`src/rtl/rsvm_pkg.sv`:
```
// shared types and constants for the register stack machine execute unit
package rsvm_pkg;

    // word widths and register file layout
    localparam int unsigned DATA_W = 32;
    localparam logic [3:0] NUM_REGS = 4'd9;
    localparam logic [3:0] FLAG_REG = 4'd8;

    // opcodes; the one code left over is unsupported
    typedef enum logic [3:0] {
        OP_PUSH  = 4'd0,
        OP_POP   = 4'd1,
        OP_PRINT = 4'd2,
        OP_HLT   = 4'd3,
        OP_MOVE  = 4'd4,
        OP_ADD   = 4'd5,
        OP_SUB   = 4'd6,
        OP_MUL   = 4'd7,
        OP_DIV   = 4'd8,
        OP_JMP   = 4'd9,
        OP_JMPC  = 4'd10,
        OP_GEQ   = 4'd11,
        OP_LEQ   = 4'd12,
        OP_GT    = 4'd13,
        OP_LT    = 4'd14
    } t_op;

    // fault codes reported with each result
    typedef enum logic [2:0] {
        FLT_NONE  = 3'd0,
        FLT_UNSUP = 3'd1,
        FLT_DIVZ  = 3'd2,
        FLT_OVF   = 3'd3,
        FLT_UNF   = 3'd4
    } t_fault;

    // instruction word
    typedef struct packed {
        logic [3:0]         cmd;
        logic               has_immediate;
        logic               has_register;
        logic [3:0]         reg_a;
        logic [3:0]         reg_b;
        logic signed [31:0] immediate;
    } t_in_word;

    // result word
    typedef struct packed {
        logic [15:0]        next_pc;
        logic               print_valid;
        logic signed [31:0] print_value;
        logic               is_halted;
        logic [2:0]         fault;
    } t_out_word;

    // controller states
    typedef enum logic [2:0] {
        ST_IDLE,
        ST_RD_A,
        ST_RD_B,
        ST_EXEC,
        ST_DIV,
        ST_POP,
        ST_OUT
    } t_state;

    // commands from controller to datapath
    typedef struct packed {
        logic latch;
        logic rd_a;
        logic rd_b;
        logic exec;
        logic div_wb;
        logic pop_wb;
        logic load_out;
    } t_ctl_cmd;

    // status from datapath to controller
    typedef struct packed {
        logic needs_div;
        logic needs_pop;
        logic div_done;
    } t_dp_sts;

endpackage

```
`src/rtl/rsvm_ctrl.sv`:
```
// controller: instruction sequencing state machine and handshakes
module rsvm_ctrl (
    input  logic               i_clk,
    input  logic               i_rst_n,
    input  logic               i_in_valid,
    output logic               o_in_ready,
    output logic               o_out_valid,
    input  logic               i_out_ready,
    input  rsvm_pkg::t_dp_sts  i_sts,
    output rsvm_pkg::t_ctl_cmd o_cmd
);

    rsvm_pkg::t_state r_state, n_state;
    logic             r_out_valid, n_out_valid;
    logic             out_free;

    assign out_free = !r_out_valid || i_out_ready;

    // next state
    always_comb begin
        n_state = r_state;
        case (r_state)
            rsvm_pkg::ST_IDLE: if (i_in_valid) n_state = rsvm_pkg::ST_RD_A;
            rsvm_pkg::ST_RD_A: n_state = rsvm_pkg::ST_RD_B;
            rsvm_pkg::ST_RD_B: n_state = rsvm_pkg::ST_EXEC;
            rsvm_pkg::ST_EXEC: begin
                if (i_sts.needs_div) begin
                    n_state = rsvm_pkg::ST_DIV;
                end else if (i_sts.needs_pop) begin
                    n_state = rsvm_pkg::ST_POP;
                end else begin
                    n_state = rsvm_pkg::ST_OUT;
                end
            end
            rsvm_pkg::ST_DIV: if (i_sts.div_done) n_state = rsvm_pkg::ST_OUT;
            rsvm_pkg::ST_POP: n_state = rsvm_pkg::ST_OUT;
            rsvm_pkg::ST_OUT: if (out_free) n_state = rsvm_pkg::ST_IDLE;
            default: n_state = rsvm_pkg::ST_IDLE;
        endcase
    end

    // state outputs
    always_comb begin
        o_cmd = '0;
        case (r_state)
            rsvm_pkg::ST_IDLE: o_cmd.latch    = i_in_valid;
            rsvm_pkg::ST_RD_A: o_cmd.rd_a     = 1'b1;
            rsvm_pkg::ST_RD_B: o_cmd.rd_b     = 1'b1;
            rsvm_pkg::ST_EXEC: o_cmd.exec     = 1'b1;
            rsvm_pkg::ST_DIV:  o_cmd.div_wb   = i_sts.div_done;
            rsvm_pkg::ST_POP:  o_cmd.pop_wb   = 1'b1;
            rsvm_pkg::ST_OUT:  o_cmd.load_out = out_free;
            default: o_cmd = '0;
        endcase
    end

    // output word valid flag
    always_comb begin
        n_out_valid = r_out_valid;
        if (o_cmd.load_out) begin
            n_out_valid = 1'b1;
        end else if (i_out_ready) begin
            n_out_valid = 1'b0;
        end
    end

    always_ff @(posedge i_clk) begin
        if (!i_rst_n) begin
            r_state     <= rsvm_pkg::ST_IDLE;
            r_out_valid <= 1'b0;
        end else begin
            r_state     <= n_state;
            r_out_valid <= n_out_valid;
        end
    end

    assign o_in_ready  = (r_state == rsvm_pkg::ST_IDLE);
    assign o_out_valid = r_out_valid;

endmodule

```
`config.mk`:
```
export PLATFORM = sky130hd
export DESIGN_NAME = rsvm_ctrl
export DESIGN_NICKNAME = d
export VERILOG_FILES = /design/src/rtl/rsvm_pkg.sv /design/src/rtl/rsvm_ctrl.sv
export SDC_FILE = /design/constraint.sdc
export NUM_CORES = 1
export LEC_CHECK = 0
export ABC_AREA = 1
export BUFFER_PORTS_ARGS = -buffer_cell sky130_fd_sc_hd__buf_2
export CORE_AREA = 2 2 39 41
export CTS_CLUSTER_DIAMETER = 200
export CTS_CLUSTER_SIZE = 28
export DETAILED_ROUTE_END_ITERATION = 6
export DIE_AREA = 0 0 41 43
export SLEW_MARGIN = 10
export SYNTH_ARGS = -nofsm -noshare
export SYNTH_HDL_FRONTEND = slang
export SYNTH_SLANG_ARGS = --single-unit
```
`constraint.sdc`:
```
create_clock -name i_clk -period 1.2 [get_ports i_clk]
set_input_delay 0.18 -clock i_clk [delete_from_list [all_inputs] [get_ports i_clk]]
set_output_delay 0.18 -clock i_clk [all_outputs]
set_load 0.01 [all_outputs]
```
Word level (Yosys, flattened, before mapping)
Cells that the tools add are included.
{"block": "totals", "register_bits": 4, "input_bits": 7, "output_inout_bits": 9, "word_cells": 31}
{"block": "op_classes", "eq_ne": 9, "muxes": 15, "n_reduce_logical": 5}
{"op": "3-bit one-hot mux with 7 select lines", "count": 1}
{"op": "3-bit == test, second input constant", "count": 3}
{"op": "1-bit 2-to-1 mux", "count": 9}
{"op": "3-bit 2-to-1 mux", "count": 3}
{"op": "3-bit by 2-bit == test with 1-bit output, second input constant", "count": 2}
{"op": "2-bit inequality test, second input constant", "count": 3}
{"op": "2-bit 2-to-1 mux", "count": 2}
{"op": "3-bit by 1-bit == test with 1-bit output, second input constant", "count": 1}
{"op": "3-bit logical NOT", "count": 1}
{"op": "3-bit AND reduction", "count": 1}
{"op": "2-bit nonzero test", "count": 1}
{"op": "1-bit logical NOT", "count": 1}
{"op": "1-bit logical OR", "count": 1}

Logic depth before layout (Yosys ltp)
Gate-level depths: netlist of the first run.
{"block": "depth", "depth_word": 4, "ltp_mapped": 7, "depth_no_buf": 7}

Least setup slack after synthesis of the first run
OpenSTA, ideal clock, no wires.
{"block": "synth_path", "kind": "reg2out", "startpoint": "register r_state[2]", "endpoint": "output o_cmd[2] (netlist bit)", "arrival_ps": 818, "path_slack_ps": 202, "stages_incl_launch_ff": 4, "path_buffers": 1, "path_cell_list": "dfxtp_1 > buf_4 > nand2_1 > nor3_1"}
{"element": "start, declared", "line_no": "rsvm_ctrl.sv:13", "rtl": "rsvm_pkg::t_state r_state, n_state;"}
{"element": "start signal, assigned", "line_no": "rsvm_ctrl.sv:69", "rtl": "r_state <= rsvm_pkg::ST_IDLE;"}
{"element": "start signal, assigned", "line_no": "rsvm_ctrl.sv:72", "rtl": "r_state <= n_state;"}
{"element": "end, declared", "line_no": "rsvm_ctrl.sv:10", "rtl": "output rsvm_pkg::t_ctl_cmd o_cmd"}

==> results.ini, run 1 <==
[floorplanning]
die_area_um2=1763
die_h_um=43
rows=14
start_util=0.2541
io_pins=16
die_width_um=41
core_area_um2=1384

[yosys]
yosysWarnings=0
avgSynthCellArea_um2=7.325
netlist_instances=48
synth_top_cell_by_area=dfxtp_1
synth.top_cell.area_share=0.2278
synth_fp_nets=55
yosys-top-cells-area=dfxtp_1, nand3_2, nor2_8, nand2_1, inv_1
ys_seq_area_frac=0.2278
ys_types=16
synth-seq-cells=4
mappedNetlistArea_um2=351.6

[final_layout]
utilization=0.4195
nFillCells=148
syn_to_final_growth_pct=65.12
regArea_um2=88.84
postLayoutCellArea_um2=580.6
layout_commonest_cell=buf_2
layout_common_cells=buf_2, buf_4, inv_1, nand2_1, nor2_1
num_antenna_cells=0
nNetsFinal=85
drive_gt1_frac=0.6316
multi_input_area_um2=230.2

[global_route]
grt_pass1_wl_um=1469
met3_usage=0.03141
grt_usage=0.1264
grt_pass1_vias=369
grtUsageMet1=0.1378
overflow=0
grt_busiest_layer=met2
grt_max_degree=8
use_met2=0.1938
antenna_found_initial=0

[timing]
slew_violations=0
setup_viol=6
tns_ps=-110.3
rsz0062_at_grt=true
finClkSkew_ps=5.724
fin_crit_sh=1.031
worst_pin_slew_ps=185.2
fmax_mhz=808.0
fin_crit_ps=1238
finalHoldViolations=0
max-slew-margin-rel=0.8760
fin_ws_ps=-37.60

[power]
power_density_nw_per_um2=2425
p_leak_nw=0.3263
max-vdd-ir-drop_mv=0.8918
report.power.total_mw=1.408

[detailed_routing]
drt_iter0_drc=1
antenna_left=0
wl_um=893
avgViaCountPerCell=4.141
wire_per_inst_um=9.707
via_count=381
drc=0
firstDrtPassIters=2

[run_status]
status=complete, but fails checks
violations=setup timing

[clock_network]
hold_buffers=0
cts_root_buf=clkbuf_4
cts_num_sinks=4
cts_buffer_depth=2
clk_transition_reported_paths_ps=40
cts.htree.levels=1
insertion_delay_ps=230
cts_tree=done
cts_buffers=3

[critical_path]
r2r-end=r_state[1]$_SDFFE_PN0P_
arrival_ps=1060
crit_start=r_state[0]$_SDFFE_PN0P_
cp-end-kind=output pin
r2r_cells=8
reg2reg_slack_ps=-20
critical_path_required_ps=1020
crit_path_end=o_cmd[6]
critPathKind=reg -> out
rr_startpoint=r_state[2]$_SDFFE_PN0P_
start_kind=register
worstPathMaxFanout=6

[placed_design]
pre_cts_ws_ps=102.8
io_buffers=15
place_area_um2=442.9
finalWeightedCongestion=0.7006
hpwl_um=630

[min_path]
worstHoldPathType=in -> reg
hold_start=i_rst_n

[flow_run]
max-cap-violations=0

==> how the worst min path moves through the flow <==
stage               cells past startpoint  slack [ps]                        to
floorplan                               1         300  o_out_valid$_SDFFE_PN0P_
global placement                        2         430  o_out_valid$_SDFFE_PN0P_
detailed placement                      2         440  o_out_valid$_SDFFE_PN0P_
CTS                                     3         190   r_state[1]$_SDFFE_PN0P_
global route                            3         210   r_state[1]$_SDFFE_PN0P_
finish                                  2         200  o_out_valid$_SDFFE_PN0P_
==> timing repair <==
item | in CTS | in global routing
buffers inserted | 8 | 2
resized for setup | 11 | 3
hold endpoints to repair | 0 | 0
setup endpoints to repair | 8 | 9
pin swaps | 3 | 6
==> cell type report <==
type | count | share of cell area
multi-input combinational | 33 | 0.3966
timing repair buffer | 28 | 0.3168
sequential | 4 | 0.1530
inverter | 8 | 0.06034
clock buffer | 3 | 0.03879
tap | 16 | 0.03448
==> metrics by stage <==
step	instances	hold WS, ps
after floorplan	48	297.5
after global placement	79	433.8
after detailed placement	79	443.8
after CTS	90	194.1
after global routing	92	206.9
final	92	201.4
==> critical path: stages, from the launching register on <==
cell and delay (ps):
dfxtp_2 320, buf_6 130, nor2_8 100, nand2_2 60
nor2_1 80, buf_2 130
==> cells in the mapped netlist <==
| cell | n |
|---|---|
| nor2_1 | 7 |
| nor2_8 | 2 |
| nor2_4 | 1 |
| nor3_1 | 3 |
| nor2_2 | 2 |
| dfxtp_1 | 4 |
| o21ai_0 | 2 |
| o21a_1 | 1 |
| inv_2 | 1 |
| a31oi_1 | 1 |
| inv_1 | 7 |
| buf_6 | 1 |
| buf_4 | 2 |
| nor3b_2 | 1 |
| nand3_2 | 4 |
| nand2_1 | 9 |
==> report_power, final <==
group | leakage (nW) | total (mW) | internal (mW) | switching (mW)
clock | 0.0138 | 0.168 | 0.112 | 0.0556
combinational | 0.278 | 0.991 | 0.495 | 0.495
sequential | 0.0345 | 0.250 | 0.199 | 0.0506
==> metal layers <==
| metal | wire (um) | up-vias |
|---|---|---|
| li1 | - | 208 |
| met1 | 355 | 162 |
| met2 | 481 | 9 |
| met3 | 46 | 2 |
| met4 | 10 | 0 |
| met5 | 0 | - |
==> cell families after synthesis <==
family	Yosys count	share of synthesized area
and+or+nand+nor	29	0.5445
buffers and inverters	11	0.1601
DFF	4	0.2278
AOI/OAI and AO/OA	4	0.06764
==> sequential cells by signal, summed over array words and instances (netlist names) <==
signal and cells:
r_state 3, o_out_valid 1
Note: power is estimated with default switching activity, not from simulation.
==> inputs of run 2 (changes only) <==
==> constraint.sdc (replaced) <==
create_clock -name i_clk -period 1.2 [get_ports i_clk]
set_input_delay 0.24 -clock i_clk [delete_from_list [all_inputs] [get_ports i_clk]]
set_output_delay 0.24 -clock i_clk [all_outputs]
set_load 0.01 [all_outputs]
==> run 2 against run 1 <==
Net effect: sequential power increased by 5%; clock-buffer cell count unchanged; via count increased by 1.6%; flip-flop and latch count unchanged; cell count decreased by 2.2%; the run still ends with setup timing left; setup slack got worse by 79 ps; worst hold slack improved by 60 ps; critical path depth unchanged.
==> results.ini, run 2 (same netlist as run 1, synthesis figures left out) <==
[run_status]
status=complete, but fails checks
violations=setup timing

[clock_network]
cts_buffer_depth=2  ; unchanged
insertion_delay_ps=230  ; about the same
cts_num_sinks=4  ; unchanged
clk_transition_reported_paths_ps=40  ; about the same
cts_root_buf=clkbuf_4
cts_buffers=3  ; unchanged
cts_tree=done
cts.htree.levels=1  ; unchanged
hold_buffers=0  ; unchanged

[timing]
rsz0062_at_grt=true
fin_crit_ps=1317  ; +78.96 ps
finClkSkew_ps=0.04052  ; -5.683 ps
setup_viol=11  ; +5
fin_ws_ps=-116.6  ; -78.96 ps
fin_crit_sh=1.097  ; +0.06580
finalHoldViolations=0  ; unchanged
max-slew-margin-rel=0.8517  ; -0.02424
worst_pin_slew_ps=220.1  ; +34.91 ps
fmax_mhz=759.6  ; -6.0%
slew_violations=0  ; unchanged

[final_layout]
syn_to_final_growth_pct=67.97
nFillCells=148  ; unchanged
largest_reg_flops=3  ; unchanged
postLayoutCellArea_um2=590.6  ; +1.7%
layout_common_cells=buf_2, buf_4, inv_1, nand2_1, nor2_1
layout_commonest_cell=buf_2
nNetsFinal=83  ; -2.4%
drive_gt1_frac=0.6486  ; +0.01707
num_antenna_cells=0  ; unchanged
top_register=r_state

[placed_design]
io_buffers=15  ; unchanged
hpwl_um=617.4  ; -2.0%
place_area_um2=462.9  ; +4.5%
finalWeightedCongestion=0.6686  ; -4.6%

[floorplanning]
rows=14  ; unchanged
die_width_um=41  ; unchanged
die_h_um=43  ; unchanged
core_area_um2=1384  ; unchanged
io_pins=16  ; unchanged
start_util=0.2541  ; unchanged
die_area_um2=1763  ; unchanged

[critical_path]
crit_chain=buf_6 -> nor2_4 -> nand2_2 -> nor2_4 -> buf_6
cp-end-kind=output pin
cp.depth=5  ; unchanged
crit_family=flip-flops
crit_slowest_cell=dfxtp_4
start_kind=register
critPathMaxStageDelay_ps=340  ; +20 ps
cp_num_buf_inv=2  ; unchanged
arrival_ps=1080  ; +20 ps
critPathKind=reg -> out
worstPathMaxFanout=3  ; -3
r2r_cells=9  ; +1
critical_path_required_ps=960  ; -60 ps

[power]
power.switching_mw=0.6143  ; +2.1%
pwr-share-clk=0.118  ; about the same
power_frac_seq=0.182  ; +0.005
power.share.switching=0.4268  ; -0.0004514
power_density_nw_per_um2=2437  ; +0.50%
max-vdd-ir-drop_mv=0.8585  ; -3.7%
p_comb_frac=0.700  ; -0.004
p_int_mw=0.8251  ; +2.3%
p_leak_nw=0.3210  ; -1.6%
report.power.total_mw=1.439  ; +2.2%

[global_route]
grt_pass1_wl_um=1290  ; -12%
grt_pass1_vias=344  ; -6.8%
grt_usage=0.1156  ; -0.01080
overflow=0  ; unchanged
antenna_found_initial=0  ; unchanged
grt_max_degree=8  ; unchanged

[detailed_routing]
via_count=387  ; +1.6%
wl_um=890  ; -0.34%
antenna_left=0  ; unchanged
drt_iter0_drc=3  ; +2
firstDrtPassIters=4  ; +2
wire_per_inst_um=9.889  ; +1.9%
drc=0  ; unchanged
avgViaCountPerCell=4.300  ; +3.8%

[flow_run]
max-cap-violations=0  ; unchanged

[min_path]
worstHoldPathType=in -> reg
worstHoldPathCells=3  ; +1

## run 2: timing repair
item | CTS | global route
gates resized for setup | 10 | 6
hold endpoints to repair | 0 | 0
pin swaps | 3 | 5
endpoints found under the setup margin | 8 | 9
buffers inserted | 6 | 1
## run 2: cell type report
type,instances,area [um2],share of cell area
repair buffers,26,183.9,0.3114
inverters,8,32.53,0.05508
clock buffers,3,22.52,0.03814
well taps,16,20.02,0.03390
multi-input cells,33,242.7,0.4110
flip-flops and latches,4,88.84,0.1504
## run 2: routing by layer
layer	track usage	wire, um	share of wire
met5	0	0	0
met4	0.1200	10	0.011
met3	0.03141	39	0.044
met2	0.1656	477	0.54
met1	0.1226	363	0.41
## run 2: power groups by stage
stage / sequential, mW / combinational, mW / clock, mW
floorplan: 0.203 / 0.555 / 0
global placement: 0.240 / 0.739 / 0
detailed placement: 0.241 / 0.752 / 0
CTS: 0.259 / 0.915 / 0.177
global route: 0.270 / 1.09 / 0.193
finish: 0.262 / 1.01 / 0.169
## run 2: worst register-to-register path, stage by stage (launching register included)
cell and delay (ps):
dfxtp_4 360, buf_12 140, nor2_8 80, buf_4 110
buf_4 110, nand3_2 100, nand3_4 110, nand2_1 60
nand2_1 50, nor2_1 40
## run 2: worst paths after layout
kind / from / endpoint / slack [ps]
hold / removal: i_rst_n / r_state[1]$_SDFFE_PN0P_ / 260
setup / recovery: r_state[0]$_SDFFE_PN0P_ / o_cmd[0] / -120
hold reg to reg: r_state[1]$_SDFFE_PN0P_ / r_state[1]$_SDFFE_PN0P_ / 610
setup reg to reg: r_state[2]$_SDFFE_PN0P_ / r_state[1]$_SDFFE_PN0P_ / -40
## run 2: through the flow
stage	instances	setup slack (ps)	TNS [ps]	hold slack, ps	util
2_1_floorplan	48	141.8	0	357.5	-
3_3_place_gp	80	73.86	0	511.4	0.3345
3_5_place_dp	80	57.05	0	505.5	0.3345
4_1_cts	89	-128.8	-663.7	250.9	0.4024
5_1_grt	90	-172.9	-1382	266.1	0.4268
6_report	90	-116.6	-650.4	261.9	0.4268
==> inputs of run 3 (changes only) <==
--- a/config.mk
+++ b/config.mk
@@ -12,6 +12,7 @@
 export CTS_CLUSTER_SIZE = 28
 export DETAILED_ROUTE_END_ITERATION = 6
 export DIE_AREA = 0 0 41 43
+export SETUP_SLACK_MARGIN = 0.4
 export SLEW_MARGIN = 10
 export SYNTH_ARGS = -nofsm -noshare
 export SYNTH_HDL_FRONTEND = slang
==> run 3 against run 2 <==
Net effect: the run still ends with setup timing left; setup slack worse by 24 ps; first-iteration DRC count shrank 67%; sequential power is 19% higher; clock power fell by 4%; largest power group unchanged; largest cell class unchanged; register-to-register slack improved by 20 ps; clock-buffer cell count stayed put; critical endpoint is now o_cmd[2]; non-clock buffer count increased by 6.
==> results.ini, run 3 (same netlist as run 1, synthesis figures left out) <==
[power]
power.share.switching=0.4340  ; +0.007257
report.power.total_mw=1.876  ; +30%
max-vdd-ir-drop_mv=1.443  ; +68%
p_int_mw=1.062  ; +29%
power_frac_seq=0.166  ; -0.016
p_leak_nw=0.3762  ; +17%
power_density_nw_per_um2=2442  ; +0.19%
power.switching_mw=0.8142  ; +33%
pwr-share-clk=0.087  ; -0.031
p_comb_frac=0.747  ; +0.047

[placed_design]
io_buffers=15  ; unchanged
pre_cts_ws_ps=93.26  ; +36.21 ps
place_area_um2=475.5  ; +2.7%
finalWeightedCongestion=0.7470  ; +12%
hpwl_um=594.8  ; -3.7%

[global_route]
grt_pass1_wl_um=1863  ; +44%
grt_usage=0.1638  ; +0.04824
grt_max_degree=9  ; +1
grt_pass1_vias=417  ; +21%
antenna_found_initial=0  ; unchanged
overflow=0  ; unchanged

[clock_network]
cts_num_sinks=4  ; unchanged
cts_buffers=3  ; unchanged
hold_buffers=0  ; unchanged
cts_tree=done
insertion_delay_ps=230  ; about the same
cts_root_buf=clkbuf_4
clk_transition_reported_paths_ps=30  ; about the same
cts.htree.levels=1  ; unchanged
cts_buffer_depth=2  ; unchanged

[flow_run]
max-cap-violations=0  ; unchanged

[floorplanning]
die_width_um=41  ; unchanged
die_area_um2=1763  ; unchanged
io_pins=16  ; unchanged
rows=14  ; unchanged
core_area_um2=1384  ; unchanged
die_h_um=43  ; unchanged
start_util=0.2541  ; unchanged

[final_layout]
layout_common_cells=buf_6, buf_2, buf_4
postLayoutCellArea_um2=768.2  ; +30%
top_register=r_state
syn_to_final_growth_pct=118.5
largest_reg_flops=3  ; unchanged
num_antenna_cells=0  ; unchanged
drive_gt1_frac=0.8125  ; +0.1639
utilization=0.5552  ; +0.1284
nNetsFinal=89  ; +7.2%
layout_commonest_cell=buf_6

[critical_path]
critPathKind=reg -> out
worstPathMaxFanout=6  ; +3
crit_slowest_cell=dfxtp_2
cp_num_buf_inv=3  ; +1
crit_family=buffers and inverters
start_kind=register
arrival_ps=1100  ; +20 ps
cp-end-kind=output pin
reg2reg_slack_ps=-20  ; +20 ps
crit_chain=buf_12 -> buf_8 -> nor3_4 -> buf_2
critical_path_required_ps=960  ; about the same
critPathMaxStageDelay_ps=320  ; -20 ps

[timing]
rsz0062_at_grt=true
fin_crit_sh=1.117  ; +0.01964
fin_ws_ps=-140.1  ; -23.56 ps
max-slew-margin-rel=0.8733  ; +0.02153
setup_viol=10  ; -1
fin_crit_ps=1340  ; +23.56 ps
whs_ps=268.2  ; +6.360 ps
fmax_mhz=746.2  ; -1.8%
finalHoldViolations=0  ; unchanged
finClkSkew_ps=0.09165  ; +0.05113 ps
slew_violations=0  ; unchanged
worst_pin_slew_ps=189.2  ; -30.85 ps

[detailed_routing]
firstDrtPassIters=2  ; -2
drt_iter0_drc=1  ; -2
drc=0  ; unchanged
wire_per_inst_um=11.79  ; +19%
antenna_left=0  ; unchanged
avgViaCountPerCell=4.417  ; +2.7%
via_count=424  ; +9.6%
wl_um=1132  ; +27%

[run_status]
violations=setup timing
status=complete, but fails checks

[min_path]
worstHoldPathType=in -> reg

[run 3: cell count changes in the layout (fill, tap and decap cells not counted), sizes merged]
cell | previous run | this run
buf | 26 | 32
[run 3: stage by stage]
stage | instances | setup TNS [ps]
2_1_floorplan | 48 | 0
3_3_place_gp | 77 | 0
3_5_place_dp | 77 | 0
4_1_cts | 94 | -621.9
5_1_grt | 96 | -1139
6_report | 96 | -624.1
[run 3: repair_timing]
action	in CTS	in global routing
buffers inserted	14	2
setup endpoints to repair	13	13
gates resized for setup	24	12
endpoints found under the hold margin	0	0
pin swaps	15	6
[run 3: cell type report]
class	count	area (um2)
fillers	128	615.6
multi-input cells	33	314.1
repair buffers	32	284.0
flip-flops and latches	4	90.09
inverters	8	37.54
clock buffers	3	22.52
well taps	16	20.02
[run 3: worst paths after layout]
path                                               start                       end  cells past startpoint
worst min-delay path                             i_rst_n  o_out_valid$_SDFFE_PN0P_                      2
worst max register to register   r_state[0]$_SDFFE_PN0P_   r_state[2]$_SDFFE_PN0P_                      9
worst min register to register  o_out_valid$_SDFFE_PN0P_  o_out_valid$_SDFFE_PN0P_                      3
worst max-delay path             r_state[0]$_SDFFE_PN0P_                  o_cmd[2]                      4
[run 3: power by group through the flow]
stage	registers (mW)	logic, mW	clock network, mW
after global routing	0.319	1.51	0.179
after CTS	0.298	1.25	0.173
after global placement	0.285	0.739	0
final	0.311	1.40	0.163
after floorplan	0.219	0.657	0
after detailed placement	0.286	0.747	0
[run 3: routing by layer]
metal	track usage	part of all wire	vias to the layer above
li1	-	-	217
met1	0.1742	0.36	190
met2	0.2656	0.58	15
met3	0.06283	0.049	2
met4	0.08000	0.0097	0
met5	0	0	-
[run 3: worst register-to-register path, cell delays in order (launching register included)]
cell     delay (ps)
dfxtp_2         320
buf_12          130
buf_4           130
nand2_2          70
buf_6           100
buf_6            80
buf_6            80
nand2_2          40
nor2_2          110
nor2_1           50
